### src/rtl/core/dpbs_pkg.sv
// Shared types and constants for the pop-both-sum double-ended queue.
// Used by the front end, the command queue, the back end and the top level.
`default_nettype none

package dpbs_pkg;

    // Default ring store depth and command queue depth
    localparam int DEPTH_DEF  = 1024;
    localparam int CMDQ_DEPTH = 4;

    // Input operation codes
    typedef enum logic [1:0] {
        OP_PUSH_FRONT = 2'd0,
        OP_PUSH_BACK  = 2'd1,
        OP_POP_SUM    = 2'd2
    } t_opcode;

    // Result status codes
    typedef enum logic [1:0] {
        ST_OK    = 2'd0,
        ST_EMPTY = 2'd1,
        ST_FULL  = 2'd2
    } t_status;

    // Command kinds passed from front end to back end
    typedef enum logic [1:0] {
        KIND_WRITE  = 2'd0,
        KIND_POP    = 2'd1,
        KIND_STATUS = 2'd2
    } t_kind;

    // Command control part; ring addresses travel beside it
    typedef struct packed {
        t_kind       kind;
        t_status     status;
        logic [31:0] value;
    } t_cmd_ctl;

endpackage

`default_nettype wire

### src/rtl/core/dpbs_cmdq.sv
// Short command queue between front end and back end.
// Generic width; depth from dpbs_pkg.
`default_nettype none

module dpbs_cmdq #(
    parameter int W = 8
) (
    input  wire logic         i_clk,
    input  wire logic         i_rst_n,
    input  wire logic         i_push,
    input  wire logic [W-1:0] i_data,
    output logic              o_full,
    output logic              o_vld,
    output logic [W-1:0]      o_data,
    input  wire logic         i_pop
);

    localparam int QD  = dpbs_pkg::CMDQ_DEPTH;
    localparam int QAW = $clog2(QD);
    localparam int QCW = $clog2(QD + 1);
    localparam logic [QAW-1:0] LAST_SLOT = QAW'(QD - 1);

    logic [W-1:0]   r_slot [QD];
    logic [QAW-1:0] r_wr_ptr, r_rd_ptr;
    logic [QCW-1:0] r_cnt;
    logic           do_push, do_pop;

    assign o_full  = (r_cnt == QCW'(QD));
    assign o_vld   = (r_cnt != '0);
    assign o_data  = r_slot[r_rd_ptr];
    assign do_push = i_push && !o_full;
    assign do_pop  = i_pop && o_vld;

    // Store entries
    always_ff @(posedge i_clk) begin
        if (do_push) begin
            r_slot[r_wr_ptr] <= i_data;
        end
    end

    // Advance pointers and count
    always_ff @(posedge i_clk) begin
        if (!i_rst_n) begin
            r_wr_ptr <= '0;
            r_rd_ptr <= '0;
            r_cnt    <= '0;
        end else begin
            if (do_push) begin
                r_wr_ptr <= (r_wr_ptr == LAST_SLOT) ? '0 : r_wr_ptr + QAW'(1);
            end
            if (do_pop) begin
                r_rd_ptr <= (r_rd_ptr == LAST_SLOT) ? '0 : r_rd_ptr + QAW'(1);
            end
            case ({do_push, do_pop})
                2'b10:   r_cnt <= r_cnt + QCW'(1);
                2'b01:   r_cnt <= r_cnt - QCW'(1);
                default: r_cnt <= r_cnt;
            endcase
        end
    end

endmodule

`default_nettype wire

### config.mk
export PLATFORM = sky130hd
export DESIGN_NAME = dpbs_cmdq
export DESIGN_NICKNAME = d
export VERILOG_FILES = /design/src/rtl/core/dpbs_pkg.sv /design/src/rtl/core/dpbs_cmdq.sv
export SDC_FILE = /design/constraint.sdc
export NUM_CORES = 1
export LEC_CHECK = 0
export BUFFER_PORTS_ARGS = -buffer_cell sky130_fd_sc_hd__buf_2
export CORE_ASPECT_RATIO = 1.25
export CORE_MARGIN = 2
export CORE_UTILIZATION = 60
export DETAILED_ROUTE_END_ITERATION = 12
export GPL_ROUTABILITY_DRIVEN = 0
export PLACE_DENSITY = 0.83
export SLEW_MARGIN = 5
export SYNTH_ARGS = -nofsm -noshare
export SYNTH_HDL_FRONTEND = slang
export SYNTH_SLANG_ARGS = --single-unit
### constraint.sdc
create_clock -name i_clk -period 3.2 [get_ports i_clk]
set_input_delay 0.64 -clock i_clk [delete_from_list [all_inputs] [get_ports i_clk]]
set_output_delay 0.64 -clock i_clk [all_outputs]
set_load 0.005 [all_outputs]
* After elaboration in Yosys (flattened, before gate mapping)
Memory sizes are Yosys's and may differ from the RTL's. A register that Yosys moved wholly into a read port is not among the register bits. Index checks and enable logic that the tools add are counted.
Storage, ports and cells: output and inout bits 10, register bits 7, memories kept 1, bits of input ports 12, RAM bits 32
Memories:
- r_slot | words 4, width 8, rd ports 1, clocked after memory_dff 1, wr ports 1, RTL line dpbs_cmdq.sv:23 | logic [W-1:0] r_slot [QD];
Cells by class: reductions and logical operators 5, equal/unequal tests 5, add/subtract/negate cells 4, mux-type cells 7
Operator list (number):
- $mux W2 | 4
- $eq A2 B2 Y1 const B | 3
- $pmux W3 S2 | 1
- $add A2 B1 Y2 const B | 2
- $add A3 B1 Y3 const B | 1
- $eq A3 B3 Y1 const B | 1
- $reduce_bool A3 Y1 | 1
- $sub A3 B1 Y3 const B | 1
- $eq A2 B1 Y1 const B | 1
- $logic_and A1 B1 Y1 | 2
- $mux W1 | 2
- $reduce_bool A2 Y1 | 1
- $logic_not A1 Y1 | 1

* Logic depth before layout (Yosys ltp)
Gate-level depths: netlist (run 1).
depth in word-level cells 5, gate-level depth with buffers 10, gate-level depth less buffers 9

* Least setup slack after synthesis (run 1)
OpenSTA, ideal clock, no wires.
path type in2reg, start in i_push, end reg r_cnt[2], stages 9, library setup time 0.076 ns, slack 1.024 ns, arrival time 2.101 ns, required time 3.124 ns, cells stage by stage nor2b_1 -> buf_2 -> inv_1 -> ha_1 -> inv_1 -> fa_1 -> xor2_1 -> or3_1 -> a21boi_0
Between the ends: word-level cells in the longest chain between the ends 3
RTL lines:
- start, declared | RTL line dpbs_cmdq.sv:10 | input wire logic i_push,
- $logic_and A1 B1 Y1 * | RTL line dpbs_cmdq.sv:31 | assign do_push = i_push && !o_full;
- $eq A2 B1 Y1 or $eq A2 B2 Y1 (tied branches) | RTL line dpbs_cmdq.sv:54 | case ({do_push, do_pop})
- $pmux W3 S2 or $reduce_bool A2 Y1 (tied branches)
- end signal, assigned | RTL line dpbs_cmdq.sv:55 | 2'b10: r_cnt <= r_cnt + QCW'(1);
- end signal, assigned | RTL line dpbs_cmdq.sv:56 | 2'b01: r_cnt <= r_cnt - QCW'(1);
- end signal, assigned | RTL line dpbs_cmdq.sv:57 | default: r_cnt <= r_cnt;
- end, declared | RTL line dpbs_cmdq.sv:25 | logic [QCW-1:0] r_cnt;
Mark *: on every way between the ends. The rest lies on a longest branch, timed or not. A chain may end at the register's enable or synchronous reset.

==> flow_summary.html, run 1 <==
<table>
<tr><th>Metric</th><th>Value</th></tr>
<tr><th colspan="2">Route</th></tr>
<tr><td>Count of nets left with antenna violations after detail routing</td><td>0</td></tr>
<tr><td>1st-pass router iterations</td><td>4</td></tr>
<tr><td>Number of DRC violations after detailed-routing iteration 0</td><td>33</td></tr>
<tr><td>Wire per inst</td><td>16.33 microns</td></tr>
<tr><td>Via count</td><td>868</td></tr>
<tr><td>Residual DRC count</td><td>0</td></tr>
<tr><td>Final routed wirelength across all metal layers</td><td>2.564 mm</td></tr>
<tr><td>Per-cell via count in the routed design</td><td>5.529</td></tr>
<tr><th colspan="2">Synth</th></tr>
<tr><td>Synthesized-area fraction occupied by adder cells</td><td>under 10%</td></tr>
<tr><td>Top flip-flop cell by instance count after synthesis</td><td>edfxtp_1</td></tr>
<tr><td>Syn avg cell area</td><td>16.79 sq um</td></tr>
<tr><td>Synth Register Bits</td><td>41</td></tr>
<tr><td>Most used standard cells in the synthesized netlist</td><td>32 x edfxtp_1, 9 x dfxtp_1, 8 x mux4_2, 7 x inv_1, 7 x nand2_1</td></tr>
<tr><td>Largest family of logic cells by synthesized area</td><td>multiplexers</td></tr>
<tr><td>Post-synthesis xor/xnor area fraction</td><td>under 10%</td></tr>
<tr><td>Dominant cells by area after synthesis</td><td>edfxtp_1 58%, dfxtp_1 11%, mux4_2 11%</td></tr>
<tr><td>Post-synth top area cell</td><td>edfxtp_1</td></tr>
<tr><td>Number of instances in the synthesized netlist</td><td>98</td></tr>
<tr><td>Dominant cell by count in the synthesized netlist</td><td>edfxtp_1</td></tr>
<tr><td>EDFF count, synth</td><td>32</td></tr>
<tr><td>Async S/R FF share, synth</td><td>0%</td></tr>
<tr><td>Synthesized net count</td><td>117</td></tr>
<tr><td>Share of cell area taken by muxes after synthesis</td><td>around 12%</td></tr>
<tr><td>Synthesized area</td><td>1645 sq um</td></tr>
<tr><td>Compound-gate portion of the synthesized area</td><td>2.129%</td></tr>
<tr><td>Yosys warnings</td><td>0</td></tr>
<tr><td>Proportion of synthesized chip area in sequential cells</td><td>69.35%</td></tr>
<tr><td>Number of distinct standard cells referenced by the synthesized netlist</td><td>21</td></tr>
<tr><td>Post-synthesis share of cell area spent on and, or, nand and nor gates</td><td>6.844%</td></tr>
<tr><td>Area share of the leading cell type in the synthesized netlist</td><td>about three fifths</td></tr>
<tr><th colspan="2">Pwr</th></tr>
<tr><td>Clock share of power</td><td>19.7%</td></tr>
<tr><td>Share of total power in combinational logic</td><td>24.0%</td></tr>
<tr><td>Leak Pwr</td><td>between 0.6 and 0.7 nW</td></tr>
<tr><td>Cell Int Power</td><td>about 930 uW</td></tr>
<tr><td>Max rail drop VDD</td><td>0.0004651 V</td></tr>
<tr><td>Sequential cell fraction of total power</td><td>56.3%</td></tr>
<tr><td>Net switching power figure</td><td>343.2 uW</td></tr>
<tr><td>Fraction of power spent switching nets</td><td>26.95%</td></tr>
<tr><td>Power per standard cell area</td><td>694.3 nW/um^2</td></tr>
<tr><th colspan="2">Finish</th></tr>
<tr><td>Multi-input logic area</td><td>between 400 and 500 sq um</td></tr>
<tr><td>Fill cell total of the finished layout</td><td>177</td></tr>
<tr><td>ANT cells</td><td>0</td></tr>
<tr><td>Share of final-layout standard cells stronger than drive strength 1</td><td>29.27%</td></tr>
<tr><td>Area Overhead vs Synth</td><td>11.48%</td></tr>
<tr><td>Final nets</td><td>141</td></tr>
<tr><td>Register area</td><td>1141 sq um</td></tr>
<tr><td>Final Non-Filler Cells</td><td>157</td></tr>
<tr><th colspan="2">Clock network</th></tr>
<tr><td>CTS resizes</td><td>0</td></tr>
<tr><td>Sinks on Clock Net</td><td>41</td></tr>
<tr><td>Clock insertion delay at the later pin of the skew report</td><td>between 0.3 and 0.4 ns</td></tr>
<tr><td>Clock slew at reported path FFs</td><td>around 0.11 ns</td></tr>
<tr><td>Number of H-tree branching levels</td><td>2</td></tr>
<tr><td>Post-CTS setup-driven buffer insertion count</td><td>0</td></tr>
<tr><td>Count of hold buffers inserted by post-cts repair</td><td>0</td></tr>
<tr><td>Clock tree from TritonCTS</td><td>done</td></tr>
<tr><td>Clock Path Buffers</td><td>2</td></tr>
<tr><td>Clock tree root driver cell</td><td>clkbuf_4</td></tr>
<tr><td>Clock buffers created by TritonCTS</td><td>5</td></tr>
<tr><th colspan="2">Run</th></tr>
<tr><td>MaxCap Viol Count</td><td>0</td></tr>
<tr><th colspan="2">Run status</th></tr>
<tr><td>Status</td><td>finished clean</td></tr>
<tr><th colspan="2">Global routing</th></tr>
<tr><td>Initial antenna violation count</td><td>0</td></tr>
<tr><td>Pin count of the biggest net entering global routing</td><td>13</td></tr>
<tr><td>Global-route usage over all layers</td><td>18.86%</td></tr>
<tr><td>Wire length of the first global-routing pass</td><td>4.098 mm</td></tr>
<tr><td>Overflow left after global routing</td><td>0</td></tr>
<tr><td>Vias in the first global route</td><td>870</td></tr>
<tr><th colspan="2">Die</th></tr>
<tr><td>Floorplan Core Area</td><td>about 2700 sq um</td></tr>
<tr><td>Die extent in y</td><td>approximately 63 microns</td></tr>
<tr><td>Area enclosed by the die boundary</td><td>3179 sq um</td></tr>
<tr><td>Number of cell rows</td><td>21</td></tr>
<tr><td>I/O Pins</td><td>22</td></tr>
<tr><td>Horizontal die dimension</td><td>50.84 microns</td></tr>
<tr><td>Initial core utilization</td><td>between 60% and 70%</td></tr>
<tr><th colspan="2">STA</th></tr>
<tr><td>Final Skew</td><td>0.005469 ns</td></tr>
<tr><td>Sum Neg Setup Slack</td><td>0 ns</td></tr>
<tr><td>Maximum clock rate</td><td>0.4243 GHz</td></tr>
<tr><td>Total setup violations reported at the end of the flow</td><td>0</td></tr>
<tr><td>Setup repair after global routing missed its margin</td><td>false</td></tr>
<tr><td>Slew of the pin with the lowest slew margin</td><td>roughly 0.57 ns</td></tr>
<tr><td>Share of the cycle needed by the critical path after routing</td><td>73.66%</td></tr>
<tr><td>Final-report max-slew violation count</td><td>0</td></tr>
<tr><td>Endpoints failing hold</td><td>0</td></tr>
<tr><td>Shortest clock period the worst path allows after layout</td><td>2.357 ns</td></tr>
<tr><td>Worst relative slew slack</td><td>about 60%</td></tr>
<tr><th colspan="2">Setup path</th></tr>
<tr><td>Type of origin of the critical path</td><td>register</td></tr>
<tr><td>CP Capture Type</td><td>output port</td></tr>
<tr><td>Largest fanout on the critical path</td><td>8</td></tr>
<tr><td>Crit path kind</td><td>reg -&gt; out</td></tr>
<tr><td>CP required</td><td>2.56 ns</td></tr>
<tr><td>Cell depth of the worst flop-to-flop path</td><td>9</td></tr>
<tr><td>WP data arrival</td><td>1.72 ns</td></tr>
<tr><th colspan="2">Placed design</th></tr>
<tr><td>DP Wirelength</td><td>1.879 mm</td></tr>
<tr><td>Post-placement cell count</td><td>149</td></tr>
<tr><td>PortBufs</td><td>21</td></tr>
<tr><th colspan="2">Min path</th></tr>
<tr><td>Hold Path Depth</td><td>1</td></tr>
<tr><td>Path category of the worst min-delay check</td><td>in -&gt; reg</td></tr>
</table>
-- metrics by stage --
step           setup slack, ns  power, mW  cell area (sq um)  hold slack, ns  utilization [%]
5_1_grt                 0.7049      1.344               1834          0.5012            69.12
4_1_cts                 0.7830      1.288               1834          0.5019            69.12
2_1_floorplan            1.024     0.9279               1645          0.4677                -
3_5_place_dp            0.8715      1.038               1775          0.5155            66.90
6_report                0.8430      1.273               1834          0.5222            69.12
3_3_place_gp            0.9653      1.019               1775          0.4830            66.90
-- cell families (layout without fill, tap and decap cells) --
family	after synthesis	in the layout
compound gates	6	6
fa+ha+maj	7	7
mux	10	10
buf+inv	11	36
flops	41	41
simple gates	21	21
xor+xnor	2	2
-- placed cells by master, fill, tap and decap left out, drive strengths merged --
cell type | Yosys | final
a21boi | 1 | 1
and2 | 6 | 6
buf | 2 | 21
clkbuf | 2 | 8
dfxtp | 9 | 9
edfxtp | 32 | 32
fa | 1 | 1
ha | 6 | 6
inv | 7 | 7
mux2i | 2 | 2
mux4 | 8 | 8
nand2 | 7 | 7
nand3 | 2 | 2
nor2 | 2 | 2
nor2b | 1 | 1
nor3b | 1 | 1
o21ai | 4 | 4
o31ai | 1 | 1
or3 | 2 | 2
xnor2 | 1 | 1
xor2 | 1 | 1
-- path summary, 6_finish.rpt --
path	from	to	slack (ns)
worst min-delay path	i_data[0]	r_slot[0][0]	0.52
worst max register to register	r_cnt[2]	r_cnt[2]	1.04
worst min register to register	r_wr_ptr[1]	r_wr_ptr[1]	0.52
worst max-delay path	register	o_data[6]	0.84
-- power by group through the flow --
stage | Clock (mW) | Combinational, mW | Sequential [mW]
finish | 0.251 | 0.305 | 0.717
global route | 0.273 | 0.340 | 0.732
CTS | 0.258 | 0.310 | 0.720
detailed placement | 0 | 0.307 | 0.732
global placement | 0 | 0.293 | 0.726
floorplan | 0 | 0.240 | 0.688
-- final cells by class --
cell class / count / area share (%)
Multi-Input combinational cell: 46 / 25.10
Timing Repair Buffer: 21 / 5.730
Inverter: 7 / 1.432
Sequential cell: 41 / 62.21
Clock buffer: 8 / 3.206
Tap cell: 34 / 2.319
-- worst max-delay path: stages (launching register included) --
cell and delay, ns:
dfxtp_1 0.66, mux4_2 0.58, buf_2 0.14
-- flip-flops by register name, indices dropped and copies added (netlist names), named ones only --
register	flops
r_cnt	3
r_rd_ptr	2
r_wr_ptr	2
r_slot	32
-- layer usage --
layer	GRT usage, %	wire (microns)	up-vias	part of all wire, %
li1	-	-	409	-
met1	20.14	944	428	37
met2	32.24	1442	27	56
met3	5.502	109	4	4.3
met4	11.15	68	0	2.7
met5	0	0	-	0
No activity file was read; power rests on OpenSTA's default activity.
==> run 2, diff against run 1 <==
--- a/config.mk
+++ b/config.mk
@@ -8,10 +8,10 @@
 export BUFFER_PORTS_ARGS = -buffer_cell sky130_fd_sc_hd__buf_2
 export CORE_ASPECT_RATIO = 1.25
 export CORE_MARGIN = 2
-export CORE_UTILIZATION = 60
+export CORE_UTILIZATION = 50
 export DETAILED_ROUTE_END_ITERATION = 12
 export GPL_ROUTABILITY_DRIVEN = 0
-export PLACE_DENSITY = 0.83
+export PLACE_DENSITY = 0.73
 export SLEW_MARGIN = 5
 export SYNTH_ARGS = -nofsm -noshare
 export SYNTH_HDL_FRONTEND = slang
==> constraint.sdc (replaced) <==
create_clock -name i_clk -period 1.9 [get_ports i_clk]
set_input_delay 0.38 -clock i_clk [delete_from_list [all_inputs] [get_ports i_clk]]
set_output_delay 0.38 -clock i_clk [all_outputs]
set_load 0.005 [all_outputs]
==> run 2 against run 1 <==
  * Combinational power increased by 100%
  * Cell count increased by 3.8%
  * Setup slack got worse by 0.79 ns
  * Via count decreased by 1.6%
  * Critical endpoint is now r_cnt[2]
  * Largest power group unchanged
==> flow_summary.html, run 2 (synthesis gave the netlist of run 1 again) <==
<table>
<tr><th>Metric</th><th>Value</th></tr>
<tr><th colspan="2">Run status</th></tr>
<tr><td>Status</td><td>finished clean</td></tr>
<tr><th colspan="2">Finish</th></tr>
<tr><td>Largest register FFs</td><td>32 (unchanged)</td></tr>
<tr><td>Final nets</td><td>144 (+2.1%)</td></tr>
<tr><td>Register with the most flip-flops</td><td>r_slot</td></tr>
<tr><td>Largest registers</td><td>r_slot (32), r_cnt (3)</td></tr>
<tr><td>Commonest non-fill, non-tap cell in the layout</td><td>edfxtp_1</td></tr>
<tr><td>Util after Layout</td><td>61.30% (-7.8 points)</td></tr>
<tr><td>Most frequent cells in the layout</td><td>32 x edfxtp_1, 21 x buf_2, 8 x mux4_2</td></tr>
<tr><td>ANT cells</td><td>0 (unchanged)</td></tr>
<tr><td>Area Overhead vs Synth</td><td>17.95%</td></tr>
<tr><td>Share of final-layout standard cells stronger than drive strength 1</td><td>39.68% (+10 points)</td></tr>
<tr><td>Final Non-Filler Cells</td><td>163 (+3.8%)</td></tr>
<tr><th colspan="2">Clock network</th></tr>
<tr><td>Clock Path Buffers</td><td>2 (unchanged)</td></tr>
<tr><td>Clock buffers created by TritonCTS</td><td>5 (unchanged)</td></tr>
<tr><td>Clock slew at reported path FFs</td><td>0.07 ns (-0.04 ns)</td></tr>
<tr><td>Post-CTS setup-driven buffer insertion count</td><td>0 (unchanged)</td></tr>
<tr><td>Clock tree root driver cell</td><td>clkbuf_8</td></tr>
<tr><td>Number of H-tree branching levels</td><td>2 (unchanged)</td></tr>
<tr><td>Clock insertion delay at the later pin of the skew report</td><td>0.29 ns (-0.04 ns)</td></tr>
<tr><td>Clock tree from TritonCTS</td><td>done</td></tr>
<tr><td>Sinks on Clock Net</td><td>41 (unchanged)</td></tr>
<tr><th colspan="2">STA</th></tr>
<tr><td>Slew of the pin with the lowest slew margin</td><td>0.4234 ns (-0.1474 ns)</td></tr>
<tr><td>Final Skew</td><td>0.005863 ns (+0.0003941 ns)</td></tr>
<tr><td>Endpoints failing hold</td><td>0 (unchanged)</td></tr>
<tr><td>Final hold slack</td><td>0.2988 ns (-0.2233 ns)</td></tr>
<tr><td>Setup repair after global routing missed its margin</td><td>true</td></tr>
<tr><td>Maximum clock rate</td><td>0.5410 GHz</td></tr>
<tr><td>Total setup violations reported at the end of the flow</td><td>0 (unchanged)</td></tr>
<tr><td>Final-report max-slew violation count</td><td>0 (unchanged)</td></tr>
<tr><td>Worst relative slew slack</td><td>71.77% (+10 points)</td></tr>
<tr><td>Shortest clock period the worst path allows after layout</td><td>1.849 ns</td></tr>
<tr><td>Share of the cycle needed by the critical path after routing</td><td>a little over nine tenths</td></tr>
<tr><th colspan="2">Route</th></tr>
<tr><td>Per-cell via count in the routed design</td><td>5.239 (-5.2%)</td></tr>
<tr><td>Count of nets left with antenna violations after detail routing</td><td>0 (unchanged)</td></tr>
<tr><td>Residual DRC count</td><td>0 (unchanged)</td></tr>
<tr><td>Number of DRC violations after detailed-routing iteration 0</td><td>8 (-76%)</td></tr>
<tr><td>Via count</td><td>854 (-1.6%)</td></tr>
<tr><td>Wire per inst</td><td>14.79 microns (-9.5%)</td></tr>
<tr><td>1st-pass router iterations</td><td>4 (unchanged)</td></tr>
<tr><td>Final routed wirelength across all metal layers</td><td>2.410 mm (-6.0%)</td></tr>
<tr><th colspan="2">Pwr</th></tr>
<tr><td>Sequential cell fraction of total power</td><td>49.4% (-6.9 points)</td></tr>
<tr><td>Share of total power in combinational logic</td><td>25.6% (+1.6 points)</td></tr>
<tr><td>Fraction of power spent switching nets</td><td>25.95% (-1.0 points)</td></tr>
<tr><td>Net switching power figure</td><td>624.4 uW (+82%)</td></tr>
<tr><td>Clock share of power</td><td>25.0% (+5.3 points)</td></tr>
<tr><td>Power per standard cell area</td><td>1240 nW/um^2 (+79%)</td></tr>
<tr><td>Max rail drop VDD</td><td>0.0007175 V (+54%)</td></tr>
<tr><td>Leak Pwr</td><td>0.7143 nW (+5.7%)</td></tr>
<tr><td>Cell Int Power</td><td>1.782 mW (+92%)</td></tr>
<tr><th colspan="2">Die</th></tr>
<tr><td>Die extent in y</td><td>68.14 microns (+8.9%)</td></tr>
<tr><td>Number of cell rows</td><td>23 (+9.5%)</td></tr>
<tr><td>Horizontal die dimension</td><td>55.31 microns (+8.8%)</td></tr>
<tr><td>Area enclosed by the die boundary</td><td>3769 sq um (+19%)</td></tr>
<tr><td>I/O Pins</td><td>22 (unchanged)</td></tr>
<tr><td>Initial core utilization</td><td>51.98% (-10 points)</td></tr>
<tr><td>Floorplan Core Area</td><td>3166 sq um (+19%)</td></tr>
<tr><th colspan="2">Min path</th></tr>
<tr><td>Hold Path Depth</td><td>1 (unchanged)</td></tr>
<tr><td>Worst Hold Endpoint</td><td>r_slot[0][6]</td></tr>
<tr><td>Min-Delay Startpoint</td><td>i_data[6]</td></tr>
<tr><td>Path category of the worst min-delay check</td><td>in -&gt; reg</td></tr>
<tr><th colspan="2">Setup path</th></tr>
<tr><td>Cell depth of the worst flop-to-flop path</td><td>9 (unchanged)</td></tr>
<tr><td>CP Capture Type</td><td>register</td></tr>
<tr><td>Crit path kind</td><td>reg -&gt; reg</td></tr>
<tr><td>Reg-to-reg critical path endpoint</td><td>r_cnt[2]</td></tr>
<tr><td>Worst flop-to-flop path startpoint</td><td>r_cnt[1]</td></tr>
<tr><td>R2R setup slack</td><td>0.05 ns (-0.99 ns)</td></tr>
<tr><td>Largest fanout on the critical path</td><td>5 (-3)</td></tr>
<tr><td>CP required</td><td>2.12 ns (-0.44 ns)</td></tr>
<tr><td>WP data arrival</td><td>2.07 ns (+0.35 ns)</td></tr>
<tr><td>Type of origin of the critical path</td><td>register</td></tr>
<tr><th colspan="2">Run</th></tr>
<tr><td>MaxCap Viol Count</td><td>0 (unchanged)</td></tr>
<tr><th colspan="2">Placed design</th></tr>
<tr><td>Post-placement cell count</td><td>155 (+4.0%)</td></tr>
<tr><td>PortBufs</td><td>21 (unchanged)</td></tr>
<tr><th colspan="2">Global routing</th></tr>
<tr><td>Initial antenna violation count</td><td>0 (unchanged)</td></tr>
<tr><td>Vias in the first global route</td><td>868 (-0.23%)</td></tr>
<tr><td>Global-route usage over all layers</td><td>15.17% (-3.7 points)</td></tr>
<tr><td>Overflow left after global routing</td><td>0 (unchanged)</td></tr>
<tr><td>Wire length of the first global-routing pass</td><td>4.036 mm (-1.5%)</td></tr>
<tr><td>Pin count of the biggest net entering global routing</td><td>13 (unchanged)</td></tr>
</table>
run 2: metrics by stage:
step	power, mW	instance area, sq um	setup TNS [ns]	setup slack [ns]
after floorplan	1.605	1674	-0.03247	-0.03247
after global placement	1.791	1828	0	0.1027
after detailed placement	1.822	1828	0	0.03445
after CTS	2.425	1929	0	0.01788
after global routing	2.556	1941	-0.04868	-0.03997
final	2.406	1941	0	0.05148
run 2: per-layer routing:
metal,GRT usage [%],up-vias,share of wire [%]
met4,12.80,0,3.5
met5,0,-,0
met3,4.159,7,5.6
li1,-,413,-
met1,16.77,413,40
met2,24.70,21,51
run 2: final cells by class:
cell class | instances | area, sq um
Fill cell | 245 | 1225
Clock inverter | 1 | 5.005
Multi-Input combinational cell | 46 | 484.2
Timing Repair Buffer | 24 | 131.4
Sequential cell | 41 | 1151
Inverter | 7 | 26.28
Tap cell | 37 | 46.29
Clock buffer | 7 | 96.34
run 2: worst max-delay path, cell delays in order, from the launching register on:
cell and delay, ns:
dfxtp_2 0.35, nor3b_4 0.21, nor2b_2 0.07, inv_2 0.06
ha_4 0.13, inv_2 0.04, fa_2 0.34, xor2_1 0.15
or3_1 0.30, a21boi_1 0.11
run 2: how the worst max path moves through the flow:
stage | from | endpoint | slack [ns]
2_1_floorplan | r_cnt[0] | r_cnt[2] | -0.03
3_3_place_gp | r_cnt[1] | r_cnt[1] | 0.10
3_5_place_dp | r_cnt[0] | r_cnt[2] | 0.03
4_1_cts | r_cnt[0] | r_cnt[2] | 0.02
5_1_grt | r_cnt[1] | r_cnt[2] | -0.04
6_report | r_cnt[1] | r_cnt[2] | 0.05
run 2: what timing repair did:
item                                    CTS  global route
gates resized for setup                   0             5
hold buffers                              0             0
endpoints found under the setup margin    0             7
run 2: power by group through the flow:
| stage | logic, mW | registers [mW] | clock network, mW |
|---|---|---|---|
| finish | 0.617 | 1.19 | 0.601 |
| global route | 0.693 | 1.20 | 0.662 |
| CTS | 0.625 | 1.18 | 0.618 |
| detailed placement | 0.621 | 1.20 | 0 |
| global placement | 0.603 | 1.19 | 0 |
| floorplan | 0.435 | 1.17 | 0 |
==> run 3, diff against run 2 <==
--- a/config.mk
+++ b/config.mk
@@ -5,6 +5,7 @@
 export SDC_FILE = /design/constraint.sdc
 export NUM_CORES = 1
 export LEC_CHECK = 0
+export ABC_AREA = 1
 export BUFFER_PORTS_ARGS = -buffer_cell sky130_fd_sc_hd__buf_2
 export CORE_ASPECT_RATIO = 1.25
 export CORE_MARGIN = 2
==> run 3 against run 2 <==
  * Critical path depth grew 2
  * Sequential share of layout area is 1.8 points lower
  * Synthesized cell count is 49% higher
  * Die area up 2.4%
  * Area after synthesis is 2.6% higher
  * Clock power increased by 17%
  * Non-clock buffer count grew 3
  * Critical path type unchanged
==> flow_summary.html, run 3 <==
<table>
<tr><th>Metric</th><th>Value</th></tr>
<tr><th colspan="2">Run status</th></tr>
<tr><td>Status</td><td>finished clean</td></tr>
<tr><th colspan="2">Global routing</th></tr>
<tr><td>Routing usage on met2</td><td>33.53% (+8.8 points)</td></tr>
<tr><td>Vias in the first global route</td><td>1148 (+32%)</td></tr>
<tr><td>Overflow left after global routing</td><td>0 (unchanged)</td></tr>
<tr><td>Global-route track usage on met3</td><td>5.037% (+0.88 points)</td></tr>
<tr><td>Global-route usage over all layers</td><td>17.39% (+2.2 points)</td></tr>
<tr><td>Initial antenna violation count</td><td>0 (unchanged)</td></tr>
<tr><td>Pin count of the biggest net entering global routing</td><td>17 (+4)</td></tr>
<tr><td>Met1 demand-to-capacity share in global routing</td><td>16.79% (about the same)</td></tr>
<tr><td>Wire length of the first global-routing pass</td><td>4.899 mm (+21%)</td></tr>
<tr><td>Busiest grt layer</td><td>met2</td></tr>
<tr><th colspan="2">Pwr</th></tr>
<tr><td>Leak Pwr</td><td>0.8169 nW (+14%)</td></tr>
<tr><td>Power per standard cell area</td><td>1335 nW/um^2 (+7.7%)</td></tr>
<tr><td>Max rail drop VDD</td><td>0.0006652 V (-7.3%)</td></tr>
<tr><th colspan="2">Finish</th></tr>
<tr><td>Final Non-Filler Cells</td><td>216 (+33%)</td></tr>
<tr><td>Most frequent cells in the layout</td><td>32 x edfxtp_1, 28 x nor2_1, 21 x buf_2</td></tr>
<tr><td>Register with the most flip-flops</td><td>r_slot</td></tr>
<tr><td>ANT cells</td><td>0 (unchanged)</td></tr>
<tr><td>Final nets</td><td>197 (+37%)</td></tr>
<tr><td>Largest registers</td><td>r_slot (32), r_cnt (3)</td></tr>
<tr><td>Final design instance area without fill</td><td>1987 sq um (+2.4%)</td></tr>
<tr><td>Commonest non-fill, non-tap cell in the layout</td><td>edfxtp_1</td></tr>
<tr><td>Area Overhead vs Synth</td><td>17.72%</td></tr>
<tr><td>Share of final-layout standard cells stronger than drive strength 1</td><td>23.46% (-16 points)</td></tr>
<tr><td>Fill cell total of the finished layout</td><td>255 (+4.1%)</td></tr>
<tr><td>Largest register FFs</td><td>32 (unchanged)</td></tr>
<tr><td>Util after Layout</td><td>61.65% (+0.34 points)</td></tr>
<tr><th colspan="2">STA</th></tr>
<tr><td>Worst relative slew slack</td><td>80.00% (+8.2 points)</td></tr>
<tr><td>Final Skew</td><td>0.007062 ns (+0.001199 ns)</td></tr>
<tr><td>Final-report max-slew violation count</td><td>0 (unchanged)</td></tr>
<tr><td>Maximum clock rate</td><td>0.5578 GHz (+3.1%)</td></tr>
<tr><td>Share of the cycle needed by the critical path after routing</td><td>94.36% (-2.9 points)</td></tr>
<tr><td>Shortest clock period the worst path allows after layout</td><td>1.793 ns (-0.05564 ns)</td></tr>
<tr><td>Post-layout worst setup margin</td><td>0.1071 ns (+0.05564 ns)</td></tr>
<tr><td>Slew of the pin with the lowest slew margin</td><td>0.2997 ns (-0.1237 ns)</td></tr>
<tr><td>Setup repair after global routing missed its margin</td><td>true</td></tr>
<tr><td>Total setup violations reported at the end of the flow</td><td>0 (unchanged)</td></tr>
<tr><td>Final hold slack</td><td>0.2971 ns (-0.001696 ns)</td></tr>
<tr><td>Endpoints failing hold</td><td>0 (unchanged)</td></tr>
<tr><th colspan="2">Die</th></tr>
<tr><td>Area enclosed by the die boundary</td><td>3859 sq um (+2.4%)</td></tr>
<tr><td>Floorplan Core Area</td><td>3223 sq um (+1.8%)</td></tr>
<tr><td>Horizontal die dimension</td><td>55.97 microns (+1.2%)</td></tr>
<tr><td>I/O Pins</td><td>22 (unchanged)</td></tr>
<tr><td>Die extent in y</td><td>68.96 microns (+1.2%)</td></tr>
<tr><td>Initial core utilization</td><td>52.37% (+0.39 points)</td></tr>
<tr><td>Number of cell rows</td><td>23 (unchanged)</td></tr>
<tr><th colspan="2">Clock network</th></tr>
<tr><td>Clock buffers created by TritonCTS</td><td>5 (unchanged)</td></tr>
<tr><td>Sinks on Clock Net</td><td>41 (unchanged)</td></tr>
<tr><td>Clock tree root driver cell</td><td>clkbuf_8</td></tr>
<tr><td>Clock slew at reported path FFs</td><td>0.08 ns (about the same)</td></tr>
<tr><td>Clock tree from TritonCTS</td><td>done</td></tr>
<tr><td>Clock insertion delay at the later pin of the skew report</td><td>0.29 ns (about the same)</td></tr>
<tr><td>Post-CTS setup-driven buffer insertion count</td><td>0 (unchanged)</td></tr>
<tr><td>Number of H-tree branching levels</td><td>2 (unchanged)</td></tr>
<tr><td>Clock Path Buffers</td><td>2 (unchanged)</td></tr>
<tr><th colspan="2">Setup path</th></tr>
<tr><td>Type of origin of the critical path</td><td>register</td></tr>
<tr><td>R2R setup slack</td><td>0.11 ns (+0.06 ns)</td></tr>
<tr><td>Cell depth of the worst flop-to-flop path</td><td>11 (+2)</td></tr>
<tr><td>Worst flop-to-flop path startpoint</td><td>r_cnt[1]</td></tr>
<tr><td>CP Capture Type</td><td>register</td></tr>
<tr><td>Reg-to-reg critical path endpoint</td><td>r_cnt[2]</td></tr>
<tr><td>CP required</td><td>2.12 ns (about the same)</td></tr>
<tr><td>Crit path kind</td><td>reg -&gt; reg</td></tr>
<tr><td>Largest fanout on the critical path</td><td>9 (+4)</td></tr>
<tr><td>WP data arrival</td><td>2.01 ns (-0.06 ns)</td></tr>
<tr><th colspan="2">Placed design</th></tr>
<tr><td>PortBufs</td><td>21 (unchanged)</td></tr>
<tr><td>Worst slack at placement</td><td>0.08357 ns (+0.04912 ns)</td></tr>
<tr><td>DP Area</td><td>1862 sq um (+1.8%)</td></tr>
<tr><td>Post-placement cell count</td><td>208 (+34%)</td></tr>
<tr><td>DP Wirelength</td><td>2.102 mm</td></tr>
<tr><th colspan="2">Route</th></tr>
<tr><td>Per-cell via count in the routed design</td><td>5.093 (-2.8%)</td></tr>
<tr><td>Wire per inst</td><td>13.93 microns (-5.8%)</td></tr>
<tr><td>Final routed wirelength across all metal layers</td><td>3.008 mm (+25%)</td></tr>
<tr><td>Count of nets left with antenna violations after detail routing</td><td>0 (unchanged)</td></tr>
<tr><td>Residual DRC count</td><td>0 (unchanged)</td></tr>
<tr><td>1st-pass router iterations</td><td>4 (unchanged)</td></tr>
<tr><td>Via count</td><td>1100 (+29%)</td></tr>
<tr><td>Number of DRC violations after detailed-routing iteration 0</td><td>48 (+40)</td></tr>
<tr><th colspan="2">Synth</th></tr>
<tr><td>Area share of the leading cell type in the synthesized netlist</td><td>56.93% (-1.5 points)</td></tr>
<tr><td>Dominant cells by area after synthesis</td><td>edfxtp_1 57%, dfxtp_1 11%, nor2_1 6.4%</td></tr>
<tr><td>Number of instances in the synthesized netlist</td><td>146 (+49%)</td></tr>
<tr><td>Number of distinct standard cells referenced by the synthesized netlist</td><td>19 (-9.5%)</td></tr>
<tr><td>Syn avg cell area</td><td>11.56 sq um (-31%)</td></tr>
<tr><td>Yosys warnings</td><td>0 (unchanged)</td></tr>
<tr><td>Synthesized area</td><td>1688 sq um (+2.6%)</td></tr>
<tr><td>Dominant cell by count in the synthesized netlist</td><td>edfxtp_1</td></tr>
<tr><td>Synth Register Bits</td><td>41 (unchanged)</td></tr>
<tr><td>Proportion of synthesized chip area in sequential cells</td><td>67.61% (-1.7 points)</td></tr>
<tr><td>EDFF count, synth</td><td>32 (unchanged)</td></tr>
<tr><td>Top flip-flop cell by instance count after synthesis</td><td>edfxtp_1</td></tr>
<tr><td>Synthesized net count</td><td>165 (+41%)</td></tr>
<tr><td>Post-synth top area cell</td><td>edfxtp_1</td></tr>
<tr><td>Most used standard cells in the synthesized netlist</td><td>32 x edfxtp_1, 29 x nor2_1, 17 x inv_1, 14 x nand2_1, 14 x o21ai_0</td></tr>
<tr><td>Async S/R FF share, synth</td><td>0% (unchanged)</td></tr>
<tr><th colspan="2">Min path</th></tr>
<tr><td>Min-Delay Startpoint</td><td>i_data[2]</td></tr>
<tr><td>Worst Hold Endpoint</td><td>r_slot[0][2]</td></tr>
<tr><td>Hold Path Depth</td><td>1 (unchanged)</td></tr>
<tr><td>Path category of the worst min-delay check</td><td>in -&gt; reg</td></tr>
<tr><th colspan="2">Run</th></tr>
<tr><td>MaxCap Viol Count</td><td>0 (unchanged)</td></tr>
</table>
==> run 3: cell types whose count changed after synthesis, sizes merged, moves of 2 or more <==
cell and change:
mux2i -2, mux4 -8, inv +11, a21oi +3
and2 -6, or3 -2, nor2 +29, nand2 +8
o22ai +8, clkbuf -2, o21ai +14
==> run 3: stage by stage <==
| step | TNS (ns) | total power [mW] |
|---|---|---|
| 3_3_place_gp | 0 | 1.905 |
| 3_5_place_dp | 0 | 1.964 |
| 6_report | 0 | 2.653 |
| 2_1_floorplan | 0 | 1.681 |
| 4_1_cts | 0 | 2.665 |
| 5_1_grt | -0.01572 | 2.833 |
==> run 3: worst max-delay path by stage <==
stage / start / to / slack, ns / cells past startpoint
floorplan: r_cnt[1] / r_cnt[2] / 0.29 / 12
global placement: r_cnt[1] / r_cnt[2] / 0.24 / 12
detailed placement: r_cnt[1] / r_cnt[2] / 0.08 / 11
CTS: r_cnt[1] / r_cnt[2] / 0.07 / 11
global route: r_cnt[2] / r_cnt[2] / -0.02 / 12
finish: r_cnt[1] / r_cnt[2] / 0.11 / 11
==> run 3: routing by layer <==
metal,share of wire (%),vias up
met4,1.9,0
li1,-,560
met2,55,26
met3,4.3,5
met1,39,509
met5,0,-
==> run 3: worst max-delay path: stages (launching register included) <==
cell	delay (ns)
dfxtp_1	0.33
nor2_2	0.13
nand2_1	0.11
nand2_4	0.13
ha_1	0.18
inv_1	0.07
fa_1	0.39
nand2_1	0.12
nand3_1	0.08
nand2_1	0.06
inv_1	0.04
nor2_1	0.10
==> run 3: area by class of cell <==
type / count / area (sq um) / area share [%]
Clock inverter: 1 / 30.03 / 1.511
Sequential cell: 41 / 1142 / 57.49
Multi-Input combinational cell: 85 / 464.2 / 23.36
Inverter: 18 / 67.56 / 3.400
Clock buffer: 7 / 86.33 / 4.345
Tap cell: 37 / 46.29 / 2.330
Timing Repair Buffer: 27 / 150.1 / 7.557
==> run 3: power by group <==
part / leakage, nW / switching (mW) / internal [mW]
clock: 0.0585 / 0.276 / 0.428
sequential: 0.368 / 0.0789 / 1.10
combinational: 0.390 / 0.458 / 0.311
==> run 3: cell families after synthesis <==
logic type / after synthesis / share of synthesized area [%]
compound gates: 29 / 9.637
fa+ha+maj: 7 / 5.634
buf+inv: 20 / 5.337
flops: 41 / 67.61
simple gates: 49 / 11.79
==> run 3: timing repair <==
action / 4_1_cts / 5_1_grt
hold buffers: 0 / 0
setup endpoints to repair: 0 / 4
resized for setup: 0 / 3
